$ cat src/rtl/core/sofd_pkg.sv
// ----------------------------------------------------------------------------
// sofd_pkg
// Shared constants, types and helpers for the start/end delimited deframer.
// ----------------------------------------------------------------------------
package sofd_pkg;

    localparam int FRAME_BYTES = 22;
    localparam int ADDR_W      = $clog2(FRAME_BYTES);
    localparam int LEN_W       = $clog2(FRAME_BYTES + 1);

    localparam int WORD_COUNT  = 5;
    localparam int WORD_W      = 32;
    localparam int WORD_FIRST  = 1;
    localparam int WORD_LAST   = 20;
    localparam int IDX_W       = $clog2(WORD_LAST + 1);
    localparam int WORD_SEL_W  = $clog2(WORD_COUNT);

    localparam int TICK_W      = 17;
    localparam logic [TICK_W-1:0] TICK_MAX = {TICK_W{1'b1}};

    localparam int CFG_IDX_W   = 2;
    localparam int CFG_DATA_W  = 16;

    localparam logic [7:0]  START_RESET   = 8'd165;
    localparam logic [7:0]  END_RESET     = 8'd90;
    localparam logic [15:0] TIMEOUT_RESET = 16'd100;

    typedef enum logic [CFG_IDX_W-1:0] {
        REG_START_BYTE,
        REG_END_BYTE,
        REG_TIMEOUT_TICKS
    } reg_index_t;

    typedef struct packed {
        logic [7:0]  start_byte;
        logic [7:0]  end_byte;
        logic [15:0] timeout_ticks;
    } cfg_t;

    typedef struct packed {
        logic                             frame_done;
        logic                             online;
        logic [WORD_COUNT-1:0][WORD_W-1:0] words;
    } result_t;

    // Ring address: base plus offset, both below FRAME_BYTES.
    function automatic logic [ADDR_W-1:0] wrap_add(input logic [ADDR_W-1:0] base,
                                                   input logic [ADDR_W-1:0] offs);
        logic [ADDR_W:0] sum;
        sum = {1'b0, base} + {1'b0, offs};
        if (sum >= (ADDR_W + 1)'(FRAME_BYTES))
        begin
            sum = sum - (ADDR_W + 1)'(FRAME_BYTES);
        end
        return sum[ADDR_W-1:0];
    endfunction

endpackage

$ cat src/rtl/core/sofd_in_if.sv
// ----------------------------------------------------------------------------
// sofd_in_if
// Input channel: one link byte or one millisecond tick per beat.
// ----------------------------------------------------------------------------
interface sofd_in_if;
    logic       valid;
    logic       ready;
    logic       kind;
    logic [7:0] data_byte;

    modport source (output valid, output kind, output data_byte, input ready);
    modport sink   (input valid, input kind, input data_byte, output ready);
endinterface

$ cat src/rtl/core/sofd_out_if.sv
// ----------------------------------------------------------------------------
// sofd_out_if
// Result channel: frame status and the five words of the last good frame.
// ----------------------------------------------------------------------------
interface sofd_out_if;
    logic        valid;
    logic        ready;
    logic        frame_done;
    logic        online;
    logic [31:0] word_pitch;
    logic [31:0] word_yaw;
    logic [31:0] word_pitch_rate;
    logic [31:0] word_yaw_rate;
    logic [31:0] word_stamp;

    modport source (output valid, output frame_done, output online, output word_pitch,
                    output word_yaw, output word_pitch_rate, output word_yaw_rate,
                    output word_stamp, input ready);
    modport sink   (input valid, input frame_done, input online, input word_pitch,
                    input word_yaw, input word_pitch_rate, input word_yaw_rate,
                    input word_stamp, output ready);
endinterface

$ cat src/rtl/core/sofd_cfg_if.sv
// ----------------------------------------------------------------------------
// sofd_cfg_if
// Configuration write channel: register index and write data.
// ----------------------------------------------------------------------------
interface sofd_cfg_if;
    logic                           valid;
    logic                           ready;
    logic [sofd_pkg::CFG_IDX_W-1:0]  index;
    logic [sofd_pkg::CFG_DATA_W-1:0] data;

    modport source (output valid, output index, output data, input ready);
    modport sink   (input valid, input index, input data, output ready);
endinterface

$ cat src/rtl/core/sof_eof_frame_deframer_top.sv
// ----------------------------------------------------------------------------
// sof_eof_frame_deframer_top
// Start/end delimited fixed-length frame deframer with link-online tracking.
// ----------------------------------------------------------------------------
// Usage:
//   in_ch  : one beat per link byte (kind 0) or millisecond tick (kind 1).
//   out_ch : one beat per input beat: frame_done, online and the five words
//            of the last good frame (zero until the first one).
//   cfg_ch : register writes (start byte, end byte, timeout); always ready,
//            write only while no item is in flight.
// Timing: bytes sit in a ring buffer RAM with registered read data, and a
//   sequencer reads its entries one at a time (S_RD, then S_CMP). A tick
//   goes from accept straight to S_DONE; a byte leaving a short buffer that
//   opens with the start byte passes S_RD, S_CMP and S_CHK. A search reads
//   skipped bytes in turn, the end check reads the last frame byte, and a
//   good frame unpacks payload byte by byte (S_WRD, S_CAP). A bad end byte
//   drops one byte and restarts the search. One item is in work at a time;
//   in_ch is ready again once its result has moved into the output register.
// Reset: configuration returns to defaults, the buffer empties, the words
//   read zero and online is low. The RAM itself needs no clearing.
// Stall: the output register holds its beat while out_ch.ready is low; the
//   next item may be accepted and worked on, and waits at its end.
// ----------------------------------------------------------------------------
module sof_eof_frame_deframer_top (
    input  logic        clk,
    input  logic        rst_n,
    sofd_in_if.sink     in_ch,
    sofd_out_if.source  out_ch,
    sofd_cfg_if.sink    cfg_ch
);

    sofd_pkg::cfg_t    cfg;
    sofd_pkg::result_t res;
    logic              res_valid;
    logic              res_ready;

    logic              out_valid_reg, out_valid_next;
    sofd_pkg::result_t out_res_reg;

    sofd_cfg u_cfg (
        .clk   (clk),
        .rst_n (rst_n),
        .wr    (cfg_ch),
        .cfg   (cfg)
    );

    sofd_ctrl u_ctrl (
        .clk       (clk),
        .rst_n     (rst_n),
        .cfg       (cfg),
        .in_ch     (in_ch),
        .res_valid (res_valid),
        .res_ready (res_ready),
        .res       (res)
    );

    // output slot frees up when empty or being taken this cycle
    assign res_ready = !out_valid_reg || out_ch.ready;

    always_comb
    begin
        out_valid_next = out_valid_reg;
        if (res_ready)
        begin
            out_valid_next = res_valid;
        end
    end

    always_ff @(posedge clk or negedge rst_n)
    begin
        if (!rst_n)
        begin
            out_valid_reg <= 1'b0;
        end
        else
        begin
            out_valid_reg <= out_valid_next;
        end
    end

    always_ff @(posedge clk)
    begin
        if (res_valid && res_ready)
        begin
            out_res_reg <= res;
        end
    end

    assign out_ch.valid           = out_valid_reg;
    assign out_ch.frame_done      = out_res_reg.frame_done;
    assign out_ch.online          = out_res_reg.online;
    assign out_ch.word_pitch      = out_res_reg.words[0];
    assign out_ch.word_yaw        = out_res_reg.words[1];
    assign out_ch.word_pitch_rate = out_res_reg.words[2];
    assign out_ch.word_yaw_rate   = out_res_reg.words[3];
    assign out_ch.word_stamp      = out_res_reg.words[4];

endmodule

$ cat src/rtl/core/sofd_ram.sv
// ----------------------------------------------------------------------------
// sofd_ram
// Generic single-write, single-read RAM with registered read data.
// ----------------------------------------------------------------------------
module sofd_ram #(
    parameter int WIDTH  = 8,
    parameter int DEPTH  = 22,
    parameter int ADDR_W = $clog2(DEPTH)
) (
    input  logic              clk,
    input  logic              we,
    input  logic [ADDR_W-1:0] waddr,
    input  logic [WIDTH-1:0]  wdata,
    input  logic [ADDR_W-1:0] raddr,
    output logic [WIDTH-1:0]  rdata
);

    logic [WIDTH-1:0] mem [DEPTH];

    always_ff @(posedge clk)
    begin
        if (we)
        begin
            mem[waddr] <= wdata;
        end
        rdata <= mem[raddr];
    end

endmodule

$ cat src/rtl/core/sofd_cfg.sv
// ----------------------------------------------------------------------------
// sofd_cfg
// Configuration register file: start byte, end byte and online timeout.
// ----------------------------------------------------------------------------
module sofd_cfg (
    input  logic            clk,
    input  logic            rst_n,
    sofd_cfg_if.sink        wr,
    output sofd_pkg::cfg_t  cfg
);

    sofd_pkg::cfg_t cfg_reg;
    sofd_pkg::cfg_t cfg_next;

    assign wr.ready = 1'b1;
    assign cfg      = cfg_reg;

    always_comb
    begin
        cfg_next = cfg_reg;
        if (wr.valid)
        begin
            unique case (sofd_pkg::reg_index_t'(wr.index))
                sofd_pkg::REG_START_BYTE:    cfg_next.start_byte    = wr.data[7:0];
                sofd_pkg::REG_END_BYTE:      cfg_next.end_byte      = wr.data[7:0];
                sofd_pkg::REG_TIMEOUT_TICKS: cfg_next.timeout_ticks = wr.data;
                default:                     cfg_next = cfg_reg;
            endcase
        end
    end

    always_ff @(posedge clk or negedge rst_n)
    begin
        if (!rst_n)
        begin
            cfg_reg.start_byte    <= sofd_pkg::START_RESET;
            cfg_reg.end_byte      <= sofd_pkg::END_RESET;
            cfg_reg.timeout_ticks <= sofd_pkg::TIMEOUT_RESET;
        end
        else
        begin
            cfg_reg <= cfg_next;
        end
    end

endmodule

$ cat src/rtl/core/sofd_ctrl.sv
// ----------------------------------------------------------------------------
// sofd_ctrl
// Frame sequencer around a ring buffer RAM: append, search, check, unpack.
// ----------------------------------------------------------------------------
module sofd_ctrl (
    input  logic                clk,
    input  logic                rst_n,
    input  sofd_pkg::cfg_t      cfg,
    sofd_in_if.sink             in_ch,
    output logic                res_valid,
    input  logic                res_ready,
    output sofd_pkg::result_t   res
);

    typedef enum logic [2:0] {
        S_IDLE,
        S_RD,
        S_CMP,
        S_CHK,
        S_END,
        S_WRD,
        S_CAP,
        S_DONE
    } state_t;

    state_t                                            state_reg, state_next;
    logic [sofd_pkg::ADDR_W-1:0]                        head_reg, head_next;
    logic [sofd_pkg::LEN_W-1:0]                         len_reg, len_next;
    logic [sofd_pkg::ADDR_W-1:0]                        pos_reg, pos_next;
    logic [sofd_pkg::IDX_W-1:0]                         idx_reg, idx_next;
    logic                                              done_reg, done_next;
    logic                                              seen_reg, seen_next;
    logic [sofd_pkg::TICK_W-1:0]                        elapsed_reg, elapsed_next;
    logic [sofd_pkg::WORD_COUNT-1:0][sofd_pkg::WORD_W-1:0] words_reg, words_next;

    logic                        ram_we;
    logic [sofd_pkg::ADDR_W-1:0] ram_waddr;
    logic [sofd_pkg::ADDR_W-1:0] ram_raddr;
    logic [7:0]                  ram_rdata;

    logic [sofd_pkg::IDX_W-1:0]      idx_m1;
    logic [sofd_pkg::WORD_SEL_W-1:0] word_sel;
    logic [1:0]                      byte_sel;
    logic                            idx_in_frame;
    logic [7:0]                      cap_byte;

    sofd_ram #(
        .WIDTH (8),
        .DEPTH (sofd_pkg::FRAME_BYTES)
    ) u_buf (
        .clk   (clk),
        .we    (ram_we),
        .waddr (ram_waddr),
        .wdata (in_ch.data_byte),
        .raddr (ram_raddr),
        .rdata (ram_rdata)
    );

    assign in_ch.ready = (state_reg == S_IDLE);
    assign res_valid   = (state_reg == S_DONE);

    assign res.frame_done = done_reg;
    assign res.online     = seen_reg && (elapsed_reg <= {1'b0, cfg.timeout_ticks});
    assign res.words      = words_reg;

    assign idx_m1       = idx_reg - sofd_pkg::IDX_W'(sofd_pkg::WORD_FIRST);
    assign word_sel     = sofd_pkg::WORD_SEL_W'(idx_m1 >> 2);
    assign byte_sel     = idx_m1[1:0];
    assign idx_in_frame = (int'(idx_reg) < sofd_pkg::FRAME_BYTES);
    assign cap_byte     = idx_in_frame ? ram_rdata : 8'h00;

    always_comb
    begin
        state_next   = state_reg;
        head_next    = head_reg;
        len_next     = len_reg;
        pos_next     = pos_reg;
        idx_next     = idx_reg;
        done_next    = done_reg;
        seen_next    = seen_reg;
        elapsed_next = elapsed_reg;
        words_next   = words_reg;
        ram_we       = 1'b0;
        ram_waddr    = sofd_pkg::wrap_add(head_reg, len_reg[sofd_pkg::ADDR_W-1:0]);
        ram_raddr    = sofd_pkg::wrap_add(head_reg, pos_reg);

        unique case (state_reg)
            S_IDLE:
            begin
                if (in_ch.valid)
                begin
                    done_next = 1'b0;
                    if (in_ch.kind)
                    begin
                        if (elapsed_reg != sofd_pkg::TICK_MAX)
                        begin
                            elapsed_next = elapsed_reg + 1'b1;
                        end
                        state_next = S_DONE;
                    end
                    else
                    begin
                        // append at the tail of the ring, then search from the head
                        ram_we     = 1'b1;
                        len_next   = len_reg + 1'b1;
                        pos_next   = '0;
                        state_next = S_RD;
                    end
                end
            end
            S_RD:
            begin
                state_next = S_CMP;
            end
            S_CMP:
            begin
                if (ram_rdata == cfg.start_byte)
                begin
                    // drop everything before the start byte
                    head_next  = sofd_pkg::wrap_add(head_reg, pos_reg);
                    len_next   = len_reg - sofd_pkg::LEN_W'(pos_reg);
                    state_next = S_CHK;
                end
                else if (sofd_pkg::LEN_W'(pos_reg) + 1'b1 == len_reg)
                begin
                    len_next   = '0;
                    state_next = S_DONE;
                end
                else
                begin
                    pos_next   = pos_reg + 1'b1;
                    state_next = S_RD;
                end
            end
            S_CHK:
            begin
                if (len_reg != sofd_pkg::LEN_W'(sofd_pkg::FRAME_BYTES))
                begin
                    state_next = S_DONE;
                end
                else
                begin
                    ram_raddr  = sofd_pkg::wrap_add(head_reg,
                                     sofd_pkg::ADDR_W'(sofd_pkg::FRAME_BYTES - 1));
                    state_next = S_END;
                end
            end
            S_END:
            begin
                if (ram_rdata == cfg.end_byte)
                begin
                    idx_next   = sofd_pkg::IDX_W'(sofd_pkg::WORD_FIRST);
                    state_next = S_WRD;
                end
                else
                begin
                    // bad end byte: drop the start byte and search again
                    head_next  = sofd_pkg::wrap_add(head_reg, sofd_pkg::ADDR_W'(1));
                    len_next   = len_reg - 1'b1;
                    pos_next   = '0;
                    state_next = S_RD;
                end
            end
            S_WRD:
            begin
                ram_raddr  = sofd_pkg::wrap_add(head_reg, sofd_pkg::ADDR_W'(idx_reg));
                state_next = S_CAP;
            end
            S_CAP:
            begin
                words_next[word_sel][{byte_sel, 3'b000} +: 8] = cap_byte;
                if (idx_reg == sofd_pkg::IDX_W'(sofd_pkg::WORD_LAST))
                begin
                    seen_next    = 1'b1;
                    elapsed_next = '0;
                    len_next     = '0;
                    done_next    = 1'b1;
                    state_next   = S_DONE;
                end
                else
                begin
                    idx_next   = idx_reg + 1'b1;
                    state_next = S_WRD;
                end
            end
            S_DONE:
            begin
                if (res_ready)
                begin
                    state_next = S_IDLE;
                end
            end
        endcase
    end

    always_ff @(posedge clk or negedge rst_n)
    begin
        if (!rst_n)
        begin
            state_reg   <= S_IDLE;
            head_reg    <= '0;
            len_reg     <= '0;
            pos_reg     <= '0;
            idx_reg     <= '0;
            done_reg    <= 1'b0;
            seen_reg    <= 1'b0;
            elapsed_reg <= '0;
            words_reg   <= '0;
        end
        else
        begin
            state_reg   <= state_next;
            head_reg    <= head_next;
            len_reg     <= len_next;
            pos_reg     <= pos_next;
            idx_reg     <= idx_next;
            done_reg    <= done_next;
            seen_reg    <= seen_next;
            elapsed_reg <= elapsed_next;
            words_reg   <= words_next;
        end
    end

endmodule

$ cat src/flat_wrapper.sv
// flat-port wrapper written by rule: the top's interface ports become plain ports
module sof_eof_frame_deframer_top_flat 
  (clk, rst_n, in_ch_valid, in_ch_kind, in_ch_data_byte, in_ch_ready, out_ch_valid, out_ch_frame_done, out_ch_online, out_ch_word_pitch, out_ch_word_yaw, out_ch_word_pitch_rate, out_ch_word_yaw_rate, out_ch_word_stamp, out_ch_ready, cfg_ch_valid, cfg_ch_index, cfg_ch_data, cfg_ch_ready);
  sofd_in_if in_ch_i ();
  sofd_out_if out_ch_i ();
  sofd_cfg_if cfg_ch_i ();
  input  logic clk;
  input  logic rst_n;
  input wire logic [$bits(in_ch_i.valid)-1:0] in_ch_valid;
  input wire logic [$bits(in_ch_i.kind)-1:0] in_ch_kind;
  input wire logic [$bits(in_ch_i.data_byte)-1:0] in_ch_data_byte;
  output wire logic [$bits(in_ch_i.ready)-1:0] in_ch_ready;
  output wire logic [$bits(out_ch_i.valid)-1:0] out_ch_valid;
  output wire logic [$bits(out_ch_i.frame_done)-1:0] out_ch_frame_done;
  output wire logic [$bits(out_ch_i.online)-1:0] out_ch_online;
  output wire logic [$bits(out_ch_i.word_pitch)-1:0] out_ch_word_pitch;
  output wire logic [$bits(out_ch_i.word_yaw)-1:0] out_ch_word_yaw;
  output wire logic [$bits(out_ch_i.word_pitch_rate)-1:0] out_ch_word_pitch_rate;
  output wire logic [$bits(out_ch_i.word_yaw_rate)-1:0] out_ch_word_yaw_rate;
  output wire logic [$bits(out_ch_i.word_stamp)-1:0] out_ch_word_stamp;
  input wire logic [$bits(out_ch_i.ready)-1:0] out_ch_ready;
  input wire logic [$bits(cfg_ch_i.valid)-1:0] cfg_ch_valid;
  input wire logic [$bits(cfg_ch_i.index)-1:0] cfg_ch_index;
  input wire logic [$bits(cfg_ch_i.data)-1:0] cfg_ch_data;
  output wire logic [$bits(cfg_ch_i.ready)-1:0] cfg_ch_ready;
  assign in_ch_i.valid = in_ch_valid;
  assign in_ch_i.kind = in_ch_kind;
  assign in_ch_i.data_byte = in_ch_data_byte;
  assign in_ch_ready = in_ch_i.ready;
  assign out_ch_valid = out_ch_i.valid;
  assign out_ch_frame_done = out_ch_i.frame_done;
  assign out_ch_online = out_ch_i.online;
  assign out_ch_word_pitch = out_ch_i.word_pitch;
  assign out_ch_word_yaw = out_ch_i.word_yaw;
  assign out_ch_word_pitch_rate = out_ch_i.word_pitch_rate;
  assign out_ch_word_yaw_rate = out_ch_i.word_yaw_rate;
  assign out_ch_word_stamp = out_ch_i.word_stamp;
  assign out_ch_i.ready = out_ch_ready;
  assign cfg_ch_i.valid = cfg_ch_valid;
  assign cfg_ch_i.index = cfg_ch_index;
  assign cfg_ch_i.data = cfg_ch_data;
  assign cfg_ch_ready = cfg_ch_i.ready;
  sof_eof_frame_deframer_top u_core (.clk(clk), .rst_n(rst_n), .in_ch(in_ch_i), .out_ch(out_ch_i), .cfg_ch(cfg_ch_i));
endmodule
$ cat config.mk
export PLATFORM = sky130hd
export DESIGN_NAME = sof_eof_frame_deframer_top_flat
export DESIGN_NICKNAME = d
export VERILOG_FILES = /design/src/rtl/core/sofd_pkg.sv /design/src/rtl/core/sofd_in_if.sv /design/src/rtl/core/sofd_out_if.sv /design/src/rtl/core/sofd_cfg_if.sv /design/src/rtl/core/sof_eof_frame_deframer_top.sv /design/src/rtl/core/sofd_ram.sv /design/src/rtl/core/sofd_cfg.sv /design/src/rtl/core/sofd_ctrl.sv /design/src/flat_wrapper.sv
export SDC_FILE = /design/constraint.sdc
export NUM_CORES = 1
export LEC_CHECK = 0
export BUFFER_PORTS_ARGS = -buffer_cell sky130_fd_sc_hd__buf_4
export CAP_MARGIN = 10
export CORE_MARGIN = 2
export CORE_UTILIZATION = 50
export CTS_CLUSTER_DIAMETER = 30
export CTS_CLUSTER_SIZE = 14
export DETAILED_ROUTE_END_ITERATION = 8
export PLACE_DENSITY = 0.79
export RECOVER_POWER = 25
export SYNTH_ARGS = -nofsm -noshare
export SYNTH_HDL_FRONTEND = slang
export SYNTH_SLANG_ARGS = --single-unit
$ cat constraint.sdc
create_clock -name clk -period 13.2 [get_ports clk]
set_clock_uncertainty 0.15 [all_clocks]
set_input_delay 3.96 -clock clk [delete_from_list [all_inputs] [get_ports clk]]
set_output_delay 3.96 -clock clk [all_outputs]
set_load 0.1 [all_outputs]
==> summary by stage, run 1 <==
Global routing
The initial antenna violation count is 0. The via count of the first global-routing pass came to 15,500. The global-route wire length before repair is 87.8 mm.

For this run, the total global-route usage over all layers was measured as 22.6%. Entering global routing, the biggest net connects 163 pins. The overall overflow remaining after global route is 0.

Min path
The path class of the lowest-slack min-delay path is reg2reg. Counting instances, the worst hold path has a depth of 0. The startpoint of the worst hold path is u_core.u_ctrl.res[143]. The path with the worst hold slack has its endpoint at u_core.out_ch.word_stamp[15].

Setup path
The worst setup path is of the reg2out kind. Setup slack on the worst reg-to-reg path comes out at 8.51 ns. The end of the worst register-to-register path is u_core.u_ctrl.u_buf.rdata[1]. The highest net fanout along the worst path is 18. The startpoint kind of the worst setup timing path is a register.

The arrival time of data at the critical path endpoint is 1.97 ns. The critical path data required time is 9.09 ns. The worst-case reg-to-reg path depth is 12.

The source of the worst register-to-register timing path is u_core.u_ctrl.idx_reg[0]. The category of the worst setup path capture point is a primary output.

Floorplanning
After floorplanning, the core was divided into 80 placement rows. The die covers 50,500 sq um. The horizontal die dimension is about 220 um. The initial utilization of the core area, before any placement, comes to 50.8%. For this design the top-level I/O count stands at 197. The core region is 47,900 sq um.

The die is about 220 um tall.

Timing
The number of hold-slack violations in the final timing report came to 0. The max-slew violation count came to 0. The worst slew slack as a fraction of its limit is ~20%.

Setup repair after global routing left no endpoint under its margin. The final sum of negative setup slack is 0 ns. The share of the cycle needed by the critical path after routing is 46.1%. Based on the critical path, the design can be clocked at up to about 160 MHz. The number of setup violations in the final report is 0. The clock period could shrink to 6.08 ns. At the pin with the least slew margin, the transition time is 1.20 ns.

Place
The congestion estimate from routability-driven global placement came to a little under 0.9. During placement, the flow inserted port buffers numbering 195. After detailed placement, the design holds a cell count of 2,523.

Once detailed placement completed, the half-perimeter wirelength came to 36.8 mm.

Power
The design draws 8.24 mW. For this design the ratio of total power to cell area is 277 nW/um^2. The worst vdd rail ir drop is 0.195 mV. In this run the static leakage power is about 12 nW.

Clock network
Once the clock tree was built, the resizer swapped 0 gates to a different size. For this design, the CTS-stage hold fixing added 0 buffers. The clock latency at the later pin of the worst-skew pair is 0.63 ns. The tree is rooted in a clkbuf_16. After clock tree synthesis, the setup repair step added 0 buffers. The total number of H-tree levels is 3. The TritonCTS clock tree is built.

Clock tree synthesis inserted a total of 91 buffers. For this design, the sink count on the clock tree is roughly 580. No sink is reached through more buffers than the 3 on the longest clock path. The clock-pin transition on the worst setup and hold timing paths is 0.06 ns.

Synth
The number of nets handed over by synthesis was 1,862. Ranked by total cell area, the synthesized netlist is headed by edfxtp_1 42%, dfrtp_1 23%, mux2_2 6.0%, nand2_1 3.1%, ha_1 2.8%. The proportion of register bits with asynchronous set or reset after synthesis is ~40%. Summed over all instances, the cell type with the most area after synthesis is edfxtp_1. The register area share after synthesis is about two thirds.

The number of warnings printed during yosys synthesis is 0. The most common cell in the synthesized netlist is edfxtp_1. The top-area cell type share of the netlist area is 41.7%. The most instantiated flip-flop cell in the synthesis netlist is edfxtp_1. The number of synthesized register bits is 581. The number of cells produced by synthesis is 1,770. Synthesis instantiated 77 different standard cells from the library.

The cell area that synthesis handed to floorplanning was 24,400 sq um. The synthesized area per cell is ~14 sq um. The synthesized design contains 338 enable-type register cells. Ranked by instance count, the synthesized netlist is headed by 338 x edfxtp_1, 224 x dfrtp_1, 199 x nand2_1.

Detailed routing
Before antenna repair, the detailed router went through 7 iterations. The detail-routed via count per cell is 5.73. After detailed routing, the total wire length is 57.2 mm. The number of routed nets with antenna violations is 0. The total number of vias is around 15,000.

The sum of met3 wire segment lengths after detailed routing is 4.01 mm. The routed length on met2 is 28.2 mm. The number of DRC markers after the initial detailed-route iteration is 1,323.

The sum of routed wire segments on met1 is about 23 mm. The wire length per cell is 21.2 um. Signal routing reaches up to met4. The post-detailed-route DRC marker count is 0.

Final layout
The number of nets in the finished design is about 2,100. The post-route netlist has 25.3% of its cells at a drive strength greater than 1. The number of antenna cells inserted is 0. The register with the most flip-flops in the layout has around 180 of them. Once layout is complete, the cells apart from fillers number approximately 2,700. The filler cells instantiated in the layout total 3,312. Counting flops per register, the top entry is u_core.u_ctrl.u_buf.mem. Compared with the post-synthesis result, the final layout area differs by 22.0%.

Run status
The flow ran to the end, and the final reports show no timing, DRC or antenna violations.

Job
The tool flagged a number of max-cap violations equal to 0.
layout by cell type, fill, tap and decap left out, types with 16 or more instances in the layout:
cell,instances
edfxtp_1,338
dfrtp_1,224
buf_4,209
nand2_1,199
mux2_2,130
o21ai_0,103
clkbuf_16,96
nor2_1,89
ha_1,55
and2_1,52
inv_1,47
nand3_1,43
xor2_1,42
a21oi_1,35
mux2i_1,29
xnor2_1,20
a211oi_1,16
worst max-delay path by stage:
stage	depth (start not counted)	slack [ns]	start	to
floorplan	2	1.09	out_ch_ready	u_core.out_ch.frame_done
global route	3	6.83	rst_n	u_core.u_ctrl.res[143]
finish	3	7.12	u_core.u_ctrl.state_reg[1]	in_ch_ready
global placement	3	6.71	rst_n	u_core.u_ctrl.res[148]
detailed placement	3	6.58	rst_n	u_core.u_ctrl.res[52]
CTS	3	7.09	u_core.u_ctrl.state_reg[1]	in_ch_ready
power breakdown:
group | switching [mW] | internal (mW)
sequential | 0.194 | 2.13
combinational | 2.24 | 1.20
clock | 0.866 | 1.61
per-layer routing:
metal  track usage [%]  vias to the layer above
met1              29.8                     7646
met3              3.93                      103
met5                 0                        -
met4              9.08                        0
met2              37.7                      689
li1                  -                     7006
metrics by stage:
stage                     hold slack [ns]  utilization, %  area, sq um  setup WS (ns)
after floorplan                     0.271               -        24400           1.09
after global placement              0.278            55.1        26400           6.71
after detailed placement            0.281            55.1        26400           6.58
after CTS                           0.284            61.9        29700           7.09
after global routing                0.289            62.0        29700           6.83
final                               0.276            62.0        29700           7.12
layout make-up:
cell class	count	area, sq um	share of cell area (%)
well taps	615	769	2.59
flip-flops and latches	581	16200	54.5
multi-input cells	1067	7670	25.8
repair buffers	213	1640	5.50
inverters	49	184	0.619
clock inverters	64	785	2.64
clock buffers	107	2470	8.32
cell families (layout without fill, tap and decap cells):
logic type / count (synthesis) / count (layout) / share of synthesized area [%]
AOI/OAI and AO/OA: 278 / 278 / 7.46
adders and majority gates: 60 / 60 / 3.24
and+or+nand+nor: 491 / 491 / 9.59
buffers and inverters: 122 / 433 / 2.08
other: 1 / 1 / 0.0154
xor gates and xnor gates: 62 / 62 / 2.23
muxes: 175 / 175 / 8.87
DFF: 581 / 581 / 66.5
critical path, stage by stage, from the launching register on:
cell and delay, ns:
dfrtp_1 0.55, nor3_1 0.31, buf_4 0.20, buf_4 0.30
Note: power is estimated with default switching activity, not from simulation.
==> inputs of run 2 (changes only) <==
--- a/config.mk
+++ b/config.mk
@@ -12,7 +12,7 @@
 export CTS_CLUSTER_DIAMETER = 30
 export CTS_CLUSTER_SIZE = 14
 export DETAILED_ROUTE_END_ITERATION = 8
-export PLACE_DENSITY = 0.79
+export PLACE_DENSITY = 0.82
 export RECOVER_POWER = 25
 export SYNTH_ARGS = -nofsm -noshare
 export SYNTH_HDL_FRONTEND = slang
==> constraint.sdc (replaced) <==
create_clock -name clk -period 5 [get_ports clk]
set_clock_uncertainty 0.15 [all_clocks]
set_input_delay 1.5 -clock clk [delete_from_list [all_inputs] [get_ports clk]]
set_output_delay 1.5 -clock clk [all_outputs]
set_load 0.1 [all_outputs]
==> run 2 against run 1 <==
Global-route usage rose by 0.88 points. Routed wire length up 3.3%. Non-clock buffer count grew 10. Sequential share of layout area grew 0.19 points. Largest power group unchanged. Clock-buffer cell count is 14 lower. Register-to-register slack lost 7.9 ns. Highest routed layer unchanged. Critical endpoint is now u_core.u_ctrl.u_buf.rdata[1]. Combinational power grew to 2.6 times the previous value. Sequential cell count unchanged. Hold slack worse by 0.013 ns.
==> summary by stage, run 2 (synthesis results as in run 1) <==
Run status
The flow ran to the end, and the final reports show no timing, DRC or antenna violations.

Timing
Setup repair after global routing left no endpoint under its margin. The number of setup violations in the final report is 0 (unchanged). The number of hold-slack violations in the final timing report is 0 (unchanged). The smallest setup slack after layout was 0.594 ns (-6.52 ns). The final sum of negative setup slack was 0 ns (unchanged). The worst slew slack as a fraction of its limit is 16.2% (-4.0 points). Of the available clock period, the critical path in the final layout requires 88.1%. The max-slew violation count is 0 (unchanged). The worst path in the final design needs a cycle of 4.41 ns, including I/O delays and setup. The worst hold slack across all endpoints is 0.263 ns (-0.0131 ns). The maximum achievable frequency is 227 MHz. The transition at the pin with the smallest max-transition slack is 1.26 ns (+0.0622 ns).

Clock network
The total number of clock tree sinks is 581 (unchanged). The maximum clock path buffer count is 3 (unchanged). The count of cells resized by post-cts repair came to 0 (unchanged). TritonCTS built the clock tree.

The total of hold buffers inserted after clock tree synthesis is 0 (unchanged). The clock latency at the later pin of the worst-skew pair is 0.62 ns (about the same). The number of buffers inserted to repair setup after CTS is 0 (unchanged).

The clock-pin transition on the worst setup and hold timing paths is 0.06 ns (about the same). CTS placed an instance of clkbuf_16 at the clock tree root. The number of CTS-inserted buffers is 88 (-3.3%). The total number of H-tree levels is 3 (unchanged).

Global routing
The pin count of the biggest net entering global routing is 101 (-38%). The total global routing track utilization is 23.5% (+0.88 points). The initial antenna violation count came to 0 (unchanged).

The via count of the first global-routing pass is 15,900 (+2.7%). The overall overflow remaining after global route is 0 (unchanged). The global-route wire length before repair is 91.9 mm (+4.6%).

Power
The net switching power figure was 8.73 mW (+160%). The fraction of power consumed by sequential logic is 28.5% (+0.2 points). The power density over the cells is 722 nW/um^2 (+160%). The internal power consumption is 12.7 mW (+160%).

The worst vdd rail ir drop was 0.702 mV (+260%). The clock power share is 29.2% (-0.9 points). The proportion of power drawn by combinational gates is 42.3% (+0.6 points). The static leakage is 12.2 nW (-0.46%). The proportion of total power due to net switching was 40.8% (+0.79 points). The power after layout is 21.4 mW (+160%).

Final layout
u_core.u_ctrl.u_buf.mem holds more flip-flops than any other register. The area occupied by multi-input gates is 7670 sq um (about the same). The fill cell total of the finished layout is 3,262 (-1.5%). The number of flip-flops under the largest register name is 176 (unchanged).

The final non-filler cell total is 2,701 (+0.19%). Leaving out fill and tap cells, the most frequent cells in the layout are 338 x edfxtp_1, 224 x dfrtp_1, 209 x buf_4. The post-synthesis to final-layout area growth is 21.6%. The fraction of layout cells with a size suffix above 1 is 25.6% (+0.27 points). The final core area utilization is 61.8% (-0.21 points). The final instance area came to 29,600 sq um (-0.34%).

The sequential standard cell area is 16,200 sq um (unchanged). The number of antenna cells inserted is 0 (unchanged). The number of nets in the finished design is 2,102 (+0.33%). The most frequent standard cell in the layout excluding fill and tap cells is edfxtp_1.

Detailed routing
The length of the first detailed-routing pass in iterations is 7 (unchanged). The number of routed nets with antenna violations came to 0 (unchanged). The number of DRC markers after the initial detailed-route iteration came to 1,411 (+6.7%).

The detail-routed via count per cell is 5.87 (+2.5%). The sum of routed wire length over all layers is 59.1 mm (+3.3%). The total number of vias is 15,900 (+2.7%).

The post-detailed-route DRC marker count is 0 (unchanged). The wire length per cell is 21.9 um (+3.1%).

Setup path
The critical path data required time is 5.34 ns (-3.75 ns). The worst-case reg-to-reg path depth came to 12 (unchanged). The startpoint kind of the worst setup timing path is a register. The category of the worst setup path capture point is a register. The register-to-register setup slack is 0.59 ns (-7.92 ns). The end of the worst register-to-register path is u_core.u_ctrl.u_buf.rdata[1]. The arrival time of data at the critical path endpoint is 4.74 ns (+2.77 ns). The highest net fanout along the worst path is 21 (+3). The source of the worst register-to-register timing path is u_core.u_ctrl.head_reg[0].

The category of the critical setup timing path is reg2reg.

Min path
The path class of the tightest hold or removal check is reg2reg. The cell depth of the worst min-delay path is 0 (unchanged). The startpoint of the worst hold path is u_core.u_ctrl.res[63].

The path with the worst hold slack has its endpoint at u_core.out_ch.word_yaw[31].

Place
The placed cell area was 26,600 sq um (+0.51%). The placed wire-length estimate after detailed placement is 38.9 mm (+5.6%). The worst setup slack after placement is 0.691 ns (-5.89 ns).

The weighted congestion at the end of routability-driven global placement is 0.876 (+0.86%). The number of cells in the design after placement is 2,535 (+0.48%). The count of buffers from port buffering is 195 (unchanged).

Floorplanning
The horizontal die dimension is 225 um (unchanged). The placeable core area came to 47,900 sq um (unchanged). The count of standard-cell rows is 80 (unchanged).

The initial core utilization is 50.8% (unchanged). The height of the die is 225 um (unchanged). The number of primary I/O pins is 197 (unchanged).

The full die area is 50,500 sq um (unchanged).

Job
The max-cap check violation count is 0 (unchanged).
## run 2: cell count changes in the layout (fill, tap and decap cells not counted), sizes merged
cell,previous run,this run
clkinv,33,28
clkbuf,108,101
inv,61,75
clkinvlp,6,11
bufinv,13,8
buf,212,215
## run 2: final cells by class
class	count	area share [%]
tap	615	2.60
sequential	581	54.7
inverter	49	0.621
timing repair buffer	223	5.79
multi-input combinational	1067	25.9
clock inverter	73	2.73
clock buffer	93	7.68
## run 2: worst max path at each step
stage,to,cells after the start,slack [ns],startpoint
2_1_floorplan,u_core.out_ch.frame_done,2,0.26,out_ch_ready
3_3_place_gp,u_core.u_ctrl.u_buf.rdata[3],12,0.87,u_core.u_ctrl.head_reg[0]
3_5_place_dp,u_core.u_ctrl.u_buf.rdata[1],12,0.69,u_core.u_ctrl.head_reg[0]
4_1_cts,u_core.u_ctrl.u_buf.rdata[3],12,0.66,u_core.u_ctrl.head_reg[0]
5_1_grt,u_core.u_ctrl.u_buf.rdata[1],12,0.33,u_core.u_ctrl.head_reg[0]
6_report,u_core.u_ctrl.u_buf.rdata[1],12,0.59,u_core.u_ctrl.head_reg[0]
## run 2: routing by layer
layer | GRT usage (%) | wire (um) | vias to the layer above
li1 | - | - | 7014
met1 | 31.7 | 24300 | 7942
met2 | 38.5 | 28600 | 753
met3 | 4.02 | 4130 | 145
met4 | 9.10 | 2050 | 0
met5 | 0 | 0 | -
## run 2: worst max-delay path: stages (launching register included)
cell and delay, ns:
dfrtp_1 0.51, ha_1 0.30, fa_1 0.41, xor2_1 0.29
a221oi_2 0.14, a211oi_2 0.38, or3_1 0.16, and3_1 0.65
or2_1 0.22, buf_4 0.28, mux4_1 0.33, a211oi_1 0.34
o31ai_1 0.14
## run 2: power by group through the flow
stage / Combinational (mW) / Clock, mW / Sequential (mW)
after floorplan: 5.96 / 0 / 6.80
after global placement: 8.51 / 0 / 6.14
after detailed placement: 8.77 / 0 / 6.17
after CTS: 8.92 / 6.31 / 6.09
after global routing: 9.72 / 6.53 / 6.15
final: 9.05 / 6.25 / 6.10
